[config.mk]
export PLATFORM = sky130hd
export DESIGN_NAME = quadrature_decoder_speed_meter
export DESIGN_NICKNAME = d
export VERILOG_FILES = /design/src/hw/rtl/qdsm_pkg.sv /design/src/hw/rtl/quadrature_decoder_speed_meter.sv
export SDC_FILE = /design/constraint.sdc
export NUM_CORES = 1
export LEC_CHECK = 0
export BUFFER_PORTS_ARGS = -buffer_cell sky130_fd_sc_hd__buf_2
export CAP_MARGIN = 20
export CORE_MARGIN = 3
export CORE_UTILIZATION = 43
export DETAILED_ROUTE_END_ITERATION = 6
export PLACE_DENSITY = 0.59
export SYNTH_ARGS = -nofsm -noshare
export SYNTH_HDL_FRONTEND = slang
export SYNTH_SLANG_ARGS = --single-unit
[constraint.sdc]
create_clock -name clk -period 12 [get_ports clk]
set_clock_uncertainty 0.15 [all_clocks]
set_input_delay 2.4 -clock clk [delete_from_list [all_inputs] [get_ports clk]]
set_output_delay 2.4 -clock clk [all_outputs]
set_load 0.05 [all_outputs]
[src/hw/rtl/qdsm_pkg.sv]
// Package with the shared widths, reset values and item codes of the quadrature decoder.
package qdsm_pkg;

    // Fixed field widths of the ports.
    localparam int SCALE_W    = 16;
    localparam int POSITION_W = 16;
    localparam int SPEED_W    = 33;
    localparam int CHANNEL_W  = 1;

    // Reset value of the speed scale register (Q8.8).
    localparam logic [SCALE_W-1:0] SCALE_RESET = 16'd2513;

    // Defaults of the top level parameters.
    localparam int NUM_CHANNELS_DEFAULT = 2;
    localparam int COUNT_WIDTH_DEFAULT  = 16;

    // Item kinds carried on the mode field.
    localparam logic MODE_PIN  = 1'b0;
    localparam logic MODE_TICK = 1'b1;

    // Step direction codes.
    localparam logic DIR_DOWN = 1'b0;
    localparam logic DIR_UP   = 1'b1;

endpackage

[src/hw/rtl/quadrature_decoder_speed_meter.sv]
// Quadrature x4 decoder with per-channel position counters and tick-based speed measurement.
//
//  Channel   Direction  Handshake              Payload
//  input     in         in_valid / in_ready    mode, channel, pin_a, pin_b
//  result    out        out_valid / out_ready  position, direction, speed, speed_valid
//  config    in         speed_scale_we         speed_scale_wdata
//
// Every transfer is processed combinationally between the input register and the result
// register, so one item per clock is sustained while the result channel is not stalled.
// The single 16 x COUNT_WIDTH multiply of the tick path sets the clock-to-clock path.
// Reset clears all channel state and loads the speed scale with its default value.
// A stalled result holds in the result register; the input register still accepts
// a transfer while the result register is empty or being drained.
module quadrature_decoder_speed_meter #(
    parameter int NUM_CHANNELS = qdsm_pkg::NUM_CHANNELS_DEFAULT,
    parameter int COUNT_WIDTH  = qdsm_pkg::COUNT_WIDTH_DEFAULT
) (
    input  logic                                clk,
    input  logic                                rst_n,

    // Configuration write port
    input  logic                                speed_scale_we,
    input  logic [qdsm_pkg::SCALE_W-1:0]        speed_scale_wdata,

    // Input channel
    input  logic                                in_valid,
    output logic                                in_ready,
    input  logic                                mode,
    input  logic [qdsm_pkg::CHANNEL_W-1:0]      channel,
    input  logic                                pin_a,
    input  logic                                pin_b,

    // Result channel
    output logic                                out_valid,
    input  logic                                out_ready,
    output logic [qdsm_pkg::POSITION_W-1:0]     position,
    output logic                                direction,
    output logic signed [qdsm_pkg::SPEED_W-1:0] speed,
    output logic                                speed_valid
);

    localparam int CH_IDX_W = (NUM_CHANNELS > 1) ? $clog2(NUM_CHANNELS) : 1;
    localparam int PROD_W   = COUNT_WIDTH + qdsm_pkg::SCALE_W;
    localparam int PROD_X_W = (PROD_W > qdsm_pkg::SPEED_W) ? PROD_W : qdsm_pkg::SPEED_W;
    localparam int POS_X_W  = (COUNT_WIDTH > qdsm_pkg::POSITION_W) ?
                              COUNT_WIDTH : qdsm_pkg::POSITION_W;

    // Configuration register
    logic [qdsm_pkg::SCALE_W-1:0] scale_reg;

    // Per-channel state
    logic                   last_a_reg   [NUM_CHANNELS];
    logic                   last_b_reg   [NUM_CHANNELS];
    logic [COUNT_WIDTH-1:0] count_reg    [NUM_CHANNELS];
    logic                   dir_reg      [NUM_CHANNELS];
    logic [COUNT_WIDTH-1:0] snapshot_reg [NUM_CHANNELS];

    // Input register
    logic                           s1_valid_reg;
    logic                           s1_mode_reg;
    logic [qdsm_pkg::CHANNEL_W-1:0] s1_channel_reg;
    logic                           s1_a_reg;
    logic                           s1_b_reg;

    // Result register
    logic                                out_valid_reg;
    logic [qdsm_pkg::POSITION_W-1:0]     position_reg;
    logic                                direction_reg;
    logic signed [qdsm_pkg::SPEED_W-1:0] speed_reg;
    logic                                speed_valid_reg;

    // Combinational results of the processing step
    logic                                advance;
    logic                                ch_ok;
    logic [CH_IDX_W-1:0]                 ch_idx;
    logic                                cur_a;
    logic                                cur_b;
    logic [COUNT_WIDTH-1:0]              cur_count;
    logic                                cur_dir;
    logic [COUNT_WIDTH-1:0]              cur_snap;
    logic                                a_changed;
    logic                                b_changed;
    logic                                a_down;
    logic                                b_down;
    logic [COUNT_WIDTH-1:0]              count_after_a;
    logic [COUNT_WIDTH-1:0]              count_next;
    logic                                dir_next;
    logic [COUNT_WIDTH-1:0]              diff;
    logic [PROD_W-1:0]                   product;
    logic [PROD_X_W-1:0]                 product_x;
    logic [qdsm_pkg::SPEED_W-1:0]        magnitude;
    logic [POS_X_W-1:0]                  count_x;
    logic                                is_tick;
    logic                                pin_item;
    logic [qdsm_pkg::POSITION_W-1:0]     position_next;
    logic                                direction_next;
    logic signed [qdsm_pkg::SPEED_W-1:0] speed_next;
    logic                                speed_valid_next;

    // Handshake: the input register moves on whenever the result register can take it.
    assign advance  = !out_valid_reg || out_ready;
    assign in_ready = !s1_valid_reg || advance;

    // Channel selection and read of the stored state.
    always_comb
    begin
        ch_ok  = (32'(s1_channel_reg) < 32'(NUM_CHANNELS));
        ch_idx = ch_ok ? CH_IDX_W'(s1_channel_reg) : '0;
        cur_a     = last_a_reg[ch_idx];
        cur_b     = last_b_reg[ch_idx];
        cur_count = count_reg[ch_idx];
        cur_dir   = dir_reg[ch_idx];
        cur_snap  = snapshot_reg[ch_idx];
    end

    // x4 decoding: the A step is applied first, then the B step.
    always_comb
    begin
        a_changed = (s1_a_reg != cur_a);
        b_changed = (s1_b_reg != cur_b);
        a_down    = (s1_a_reg == s1_b_reg);
        b_down    = (s1_a_reg != s1_b_reg);

        count_after_a = cur_count;
        if (a_changed)
        begin
            count_after_a = a_down ? cur_count - COUNT_WIDTH'(1) : cur_count + COUNT_WIDTH'(1);
        end

        count_next = count_after_a;
        if (b_changed)
        begin
            count_next = b_down ? count_after_a - COUNT_WIDTH'(1)
                                : count_after_a + COUNT_WIDTH'(1);
        end

        if (b_changed)
        begin
            dir_next = b_down ? qdsm_pkg::DIR_DOWN : qdsm_pkg::DIR_UP;
        end
        else if (a_changed)
        begin
            dir_next = a_down ? qdsm_pkg::DIR_DOWN : qdsm_pkg::DIR_UP;
        end
        else
        begin
            dir_next = cur_dir;
        end
    end

    // Speed: travel since the last snapshot in the last direction, scaled.
    always_comb
    begin
        diff      = (cur_dir == qdsm_pkg::DIR_UP) ? cur_count - cur_snap : cur_snap - cur_count;
        product   = PROD_W'(diff) * PROD_W'(scale_reg);
        product_x = PROD_X_W'(product);
        magnitude = product_x[qdsm_pkg::SPEED_W-1:0];
    end

    // Result fields of the item in the input register.
    always_comb
    begin
        is_tick  = (s1_mode_reg == qdsm_pkg::MODE_TICK);
        pin_item = (s1_mode_reg == qdsm_pkg::MODE_PIN);

        if (!ch_ok)
        begin
            count_x = '0;
        end
        else if (pin_item)
        begin
            count_x = POS_X_W'(count_next);
        end
        else
        begin
            count_x = POS_X_W'(cur_count);
        end
        position_next = count_x[qdsm_pkg::POSITION_W-1:0];

        if (!ch_ok)
        begin
            direction_next = 1'b0;
        end
        else if (pin_item)
        begin
            direction_next = dir_next;
        end
        else
        begin
            direction_next = cur_dir;
        end

        if (ch_ok && is_tick)
        begin
            speed_next = (cur_dir == qdsm_pkg::DIR_UP) ? -$signed(magnitude)
                                                       : $signed(magnitude);
            speed_valid_next = 1'b1;
        end
        else
        begin
            speed_next       = '0;
            speed_valid_next = 1'b0;
        end
    end

    // Configuration register
    always_ff @(posedge clk or negedge rst_n)
    begin
        if (!rst_n)
        begin
            scale_reg <= qdsm_pkg::SCALE_RESET;
        end
        else if (speed_scale_we)
        begin
            scale_reg <= speed_scale_wdata;
        end
    end

    // Channel state update when an item leaves the input register.
    always_ff @(posedge clk or negedge rst_n)
    begin
        if (!rst_n)
        begin
            for (int k = 0; k < NUM_CHANNELS; k++)
            begin
                last_a_reg[k]   <= 1'b0;
                last_b_reg[k]   <= 1'b0;
                count_reg[k]    <= '0;
                dir_reg[k]      <= qdsm_pkg::DIR_DOWN;
                snapshot_reg[k] <= '0;
            end
        end
        else if (s1_valid_reg && advance && ch_ok)
        begin
            if (pin_item)
            begin
                last_a_reg[ch_idx] <= s1_a_reg;
                last_b_reg[ch_idx] <= s1_b_reg;
                count_reg[ch_idx]  <= count_next;
                dir_reg[ch_idx]    <= dir_next;
            end
            else
            begin
                snapshot_reg[ch_idx] <= cur_count;
            end
        end
    end

    // Input register control
    always_ff @(posedge clk or negedge rst_n)
    begin
        if (!rst_n)
        begin
            s1_valid_reg <= 1'b0;
        end
        else if (in_ready)
        begin
            s1_valid_reg <= in_valid;
        end
    end

    // Input register payload
    always_ff @(posedge clk)
    begin
        if (in_valid && in_ready)
        begin
            s1_mode_reg    <= mode;
            s1_channel_reg <= channel;
            s1_a_reg       <= pin_a;
            s1_b_reg       <= pin_b;
        end
    end

    // Result register control
    always_ff @(posedge clk or negedge rst_n)
    begin
        if (!rst_n)
        begin
            out_valid_reg <= 1'b0;
        end
        else if (advance)
        begin
            out_valid_reg <= s1_valid_reg;
        end
    end

    // Result register payload
    always_ff @(posedge clk)
    begin
        if (advance && s1_valid_reg)
        begin
            position_reg    <= position_next;
            direction_reg   <= direction_next;
            speed_reg       <= speed_next;
            speed_valid_reg <= speed_valid_next;
        end
    end

    assign out_valid   = out_valid_reg;
    assign position    = position_reg;
    assign direction   = direction_reg;
    assign speed       = speed_reg;
    assign speed_valid = speed_valid_reg;

endmodule

==> results.json <==
{
  "crit_family": "adder cells",
  "hpwl_um": 38200,
  "cpPeakStageDelay_ps": 620,
  "maxSlewHeadroom": 0.258,
  "ys_seq_elements": 143,
  "io_pins": 78,
  "dieArea_um2": 46400,
  "drt-pass1-iter-count": 5,
  "setup_viol": 0,
  "routed_wl_um": 49900,
  "cpMostUsedCell": "fa_1",
  "synthCells": 2086,
  "via_count": 14800,
  "yosysTopAreaCell": "fa_1",
  "nets": 2498,
  "required_ps": 12060,
  "cts-buffers-inserted": 17,
  "io_buffers": 77,
  "criticalPathCategory": "register to register",
  "synth-async-reset-ratio": 0.615,
  "postCtsSetupRepairBufs": 0,
  "max_freq_mhz": 92.5,
  "seq_area_frac_synth": 0.205,
  "wl_per_cell_um": 18.4,
  "synth_area_um2": 18900,
  "drtIter0Drc": 841,
  "crit_buf_inv": 5,
  "maxSlewViolCount": 0,
  "grt_pass1_vias": 15100,
  "cp_slowest_cell": "o221ai_2",
  "area_delta_synth_final_pct": 8.89,
  "drc": 0,
  "final_cell_mix": "inv_1 (278), nand2_1 (267), fa_1 (198)",
  "fill_cells": 4248,
  "grt_start_max_net_pins": 62,
  "status": "complete, no violations",
  "antenna_cells": 0,
  "cts.clk_slew.worst_paths_ps": 70,
  "clock_sinks": 143,
  "gp_congestion": 0.891,
  "ant_nets": 0,
  "drv_cap": 0,
  "synth.yosys.warnings": 0,
  "antenna_found_initial": 1,
  "grt_usage": 0.220,
  "tns_ps": 0,
  "hold_buffers": 0,
  "cts_tree": "yes",
  "synthTopCellsByArea": "fa_1 (21%), dfrtp_1 (11%), ha_1 (11%)",
  "cts_max_path_buffers": 2,
  "worst_setup_path_start_kind": "register",
  "arrival_ps": 10870,
  "grt_pass1_wl_um": 81100,
  "min_period_ps": 10810,
  "postLayoutCoreUtil": 0.476,
  "rsz0062_at_grt": "no",
  "fin_crit_sh": 0.901,
  "drive_above_1_share": 0.112,
  "hold_viol_final": 0,
  "grt-ovfl-total": 0,
  "synth_top_area_frac": 0.210,
  "worst_slew_pin_slew_ps": 1110,
  "core_area_um2": 43200,
  "die_w_um": 215,
  "synth_edf_count": 55,
  "hp-class": "register to register",
  "end_kind": "register",
  "initial_core_util": 0.437,
  "syn-mean-instance-area_um2": 9.04,
  "ctsResizeCount": 0,
  "cp_max_fo": 17,
  "die_y_um": 215,
  "synth_fp_nets": 2472,
  "insertion_delay_ps": 450,
  "rows": 76,
  "largest_register_ffs": 33,
  "cts-root-buf": "clkbuf_16",
  "yosysUniqueCellTypes": 83,
  "synthFlopType": "dfrtp_1",
  "h-tree-depth": 4,
  "vias_per_cell": 5.45,
  "final_common_cell": "inv_1"
}
==> path summary, 6_finish.rpt <==
kind                                  startpoint          endpoint  slack, ps  depth (start not counted)
worst max-delay path                      ch_idx         speed[27]       1190                         33
worst min-delay path            snapshot_reg[23]  snapshot_reg[23]        330                          2
worst max register to register            ch_idx         speed[27]       1190                         33
worst min register to register  snapshot_reg[23]  snapshot_reg[23]        330                          2
max in group asynchronous                  rst_n     scale_reg[10]       8830                          2
min in group asynchronous                  rst_n         out_valid       1760                          1
==> synth_stat cells (18+ instances only) <==
cell / n
fa_1: 198
nor2b_1: 19
a31oi_1: 18
inv_1: 279
nand2b_1: 19
edfxtp_1: 55
a21oi_1: 86
o21ai_0: 69
mux2_2: 58
nand3_1: 20
ha_1: 163
xor2_1: 31
a21o_1: 22
clkbuf_1: 88
nor3_1: 28
dfrtp_1: 82
xnor2_1: 63
mux2i_1: 57
and2_1: 134
nor2_1: 88
nand2_1: 267
==> stage by stage <==
step	instances	instance area, um2	setup slack, ps	hold slack, ps
2_1_floorplan	2086	18900	1350	274
5_1_grt	2710	20500	259	370
3_5_place_dp	2675	19900	1200	319
4_1_cts	2707	20500	1160	334
3_3_place_gp	2675	19900	1410	312
6_report	2710	20500	1190	334
==> logic make-up (layout without fill, tap and decap cells) <==
family,after synthesis,count (layout),share of synthesized area
fa+ha+maj,361,361,0.318
xor+xnor,94,94,0.0436
simple gates,664,664,0.177
compound gates,324,324,0.114
mux,115,115,0.0649
flops,143,143,0.205
buf+inv,385,424,0.0775
==> worst min-delay path, cell delays in order (launching register included) <==
cell     delay (ps)
dfrtp_1         340
nand2_1          50
o21ai_0          60
==> layout make-up <==
class	count	area [um2]	share of cell area
clock buffers	18	429	0.0209
clock inverters	14	190	0.00926
inverters	279	1050	0.0510
multi-input cells	1558	13600	0.662
flip-flops and latches	143	3860	0.188
well taps	585	732	0.0356
repair buffers	113	689	0.0336
==> routing by layer <==
metal	routed length [um]	track usage
met1	21000	0.278
met2	26100	0.399
met3	1880	0.0304
met4	936	0.0531
met5	0	0
Power is left out: the tool's default activity adds up to more than one toggle a clock period on the data nets, which glitch-free logic cannot reach.
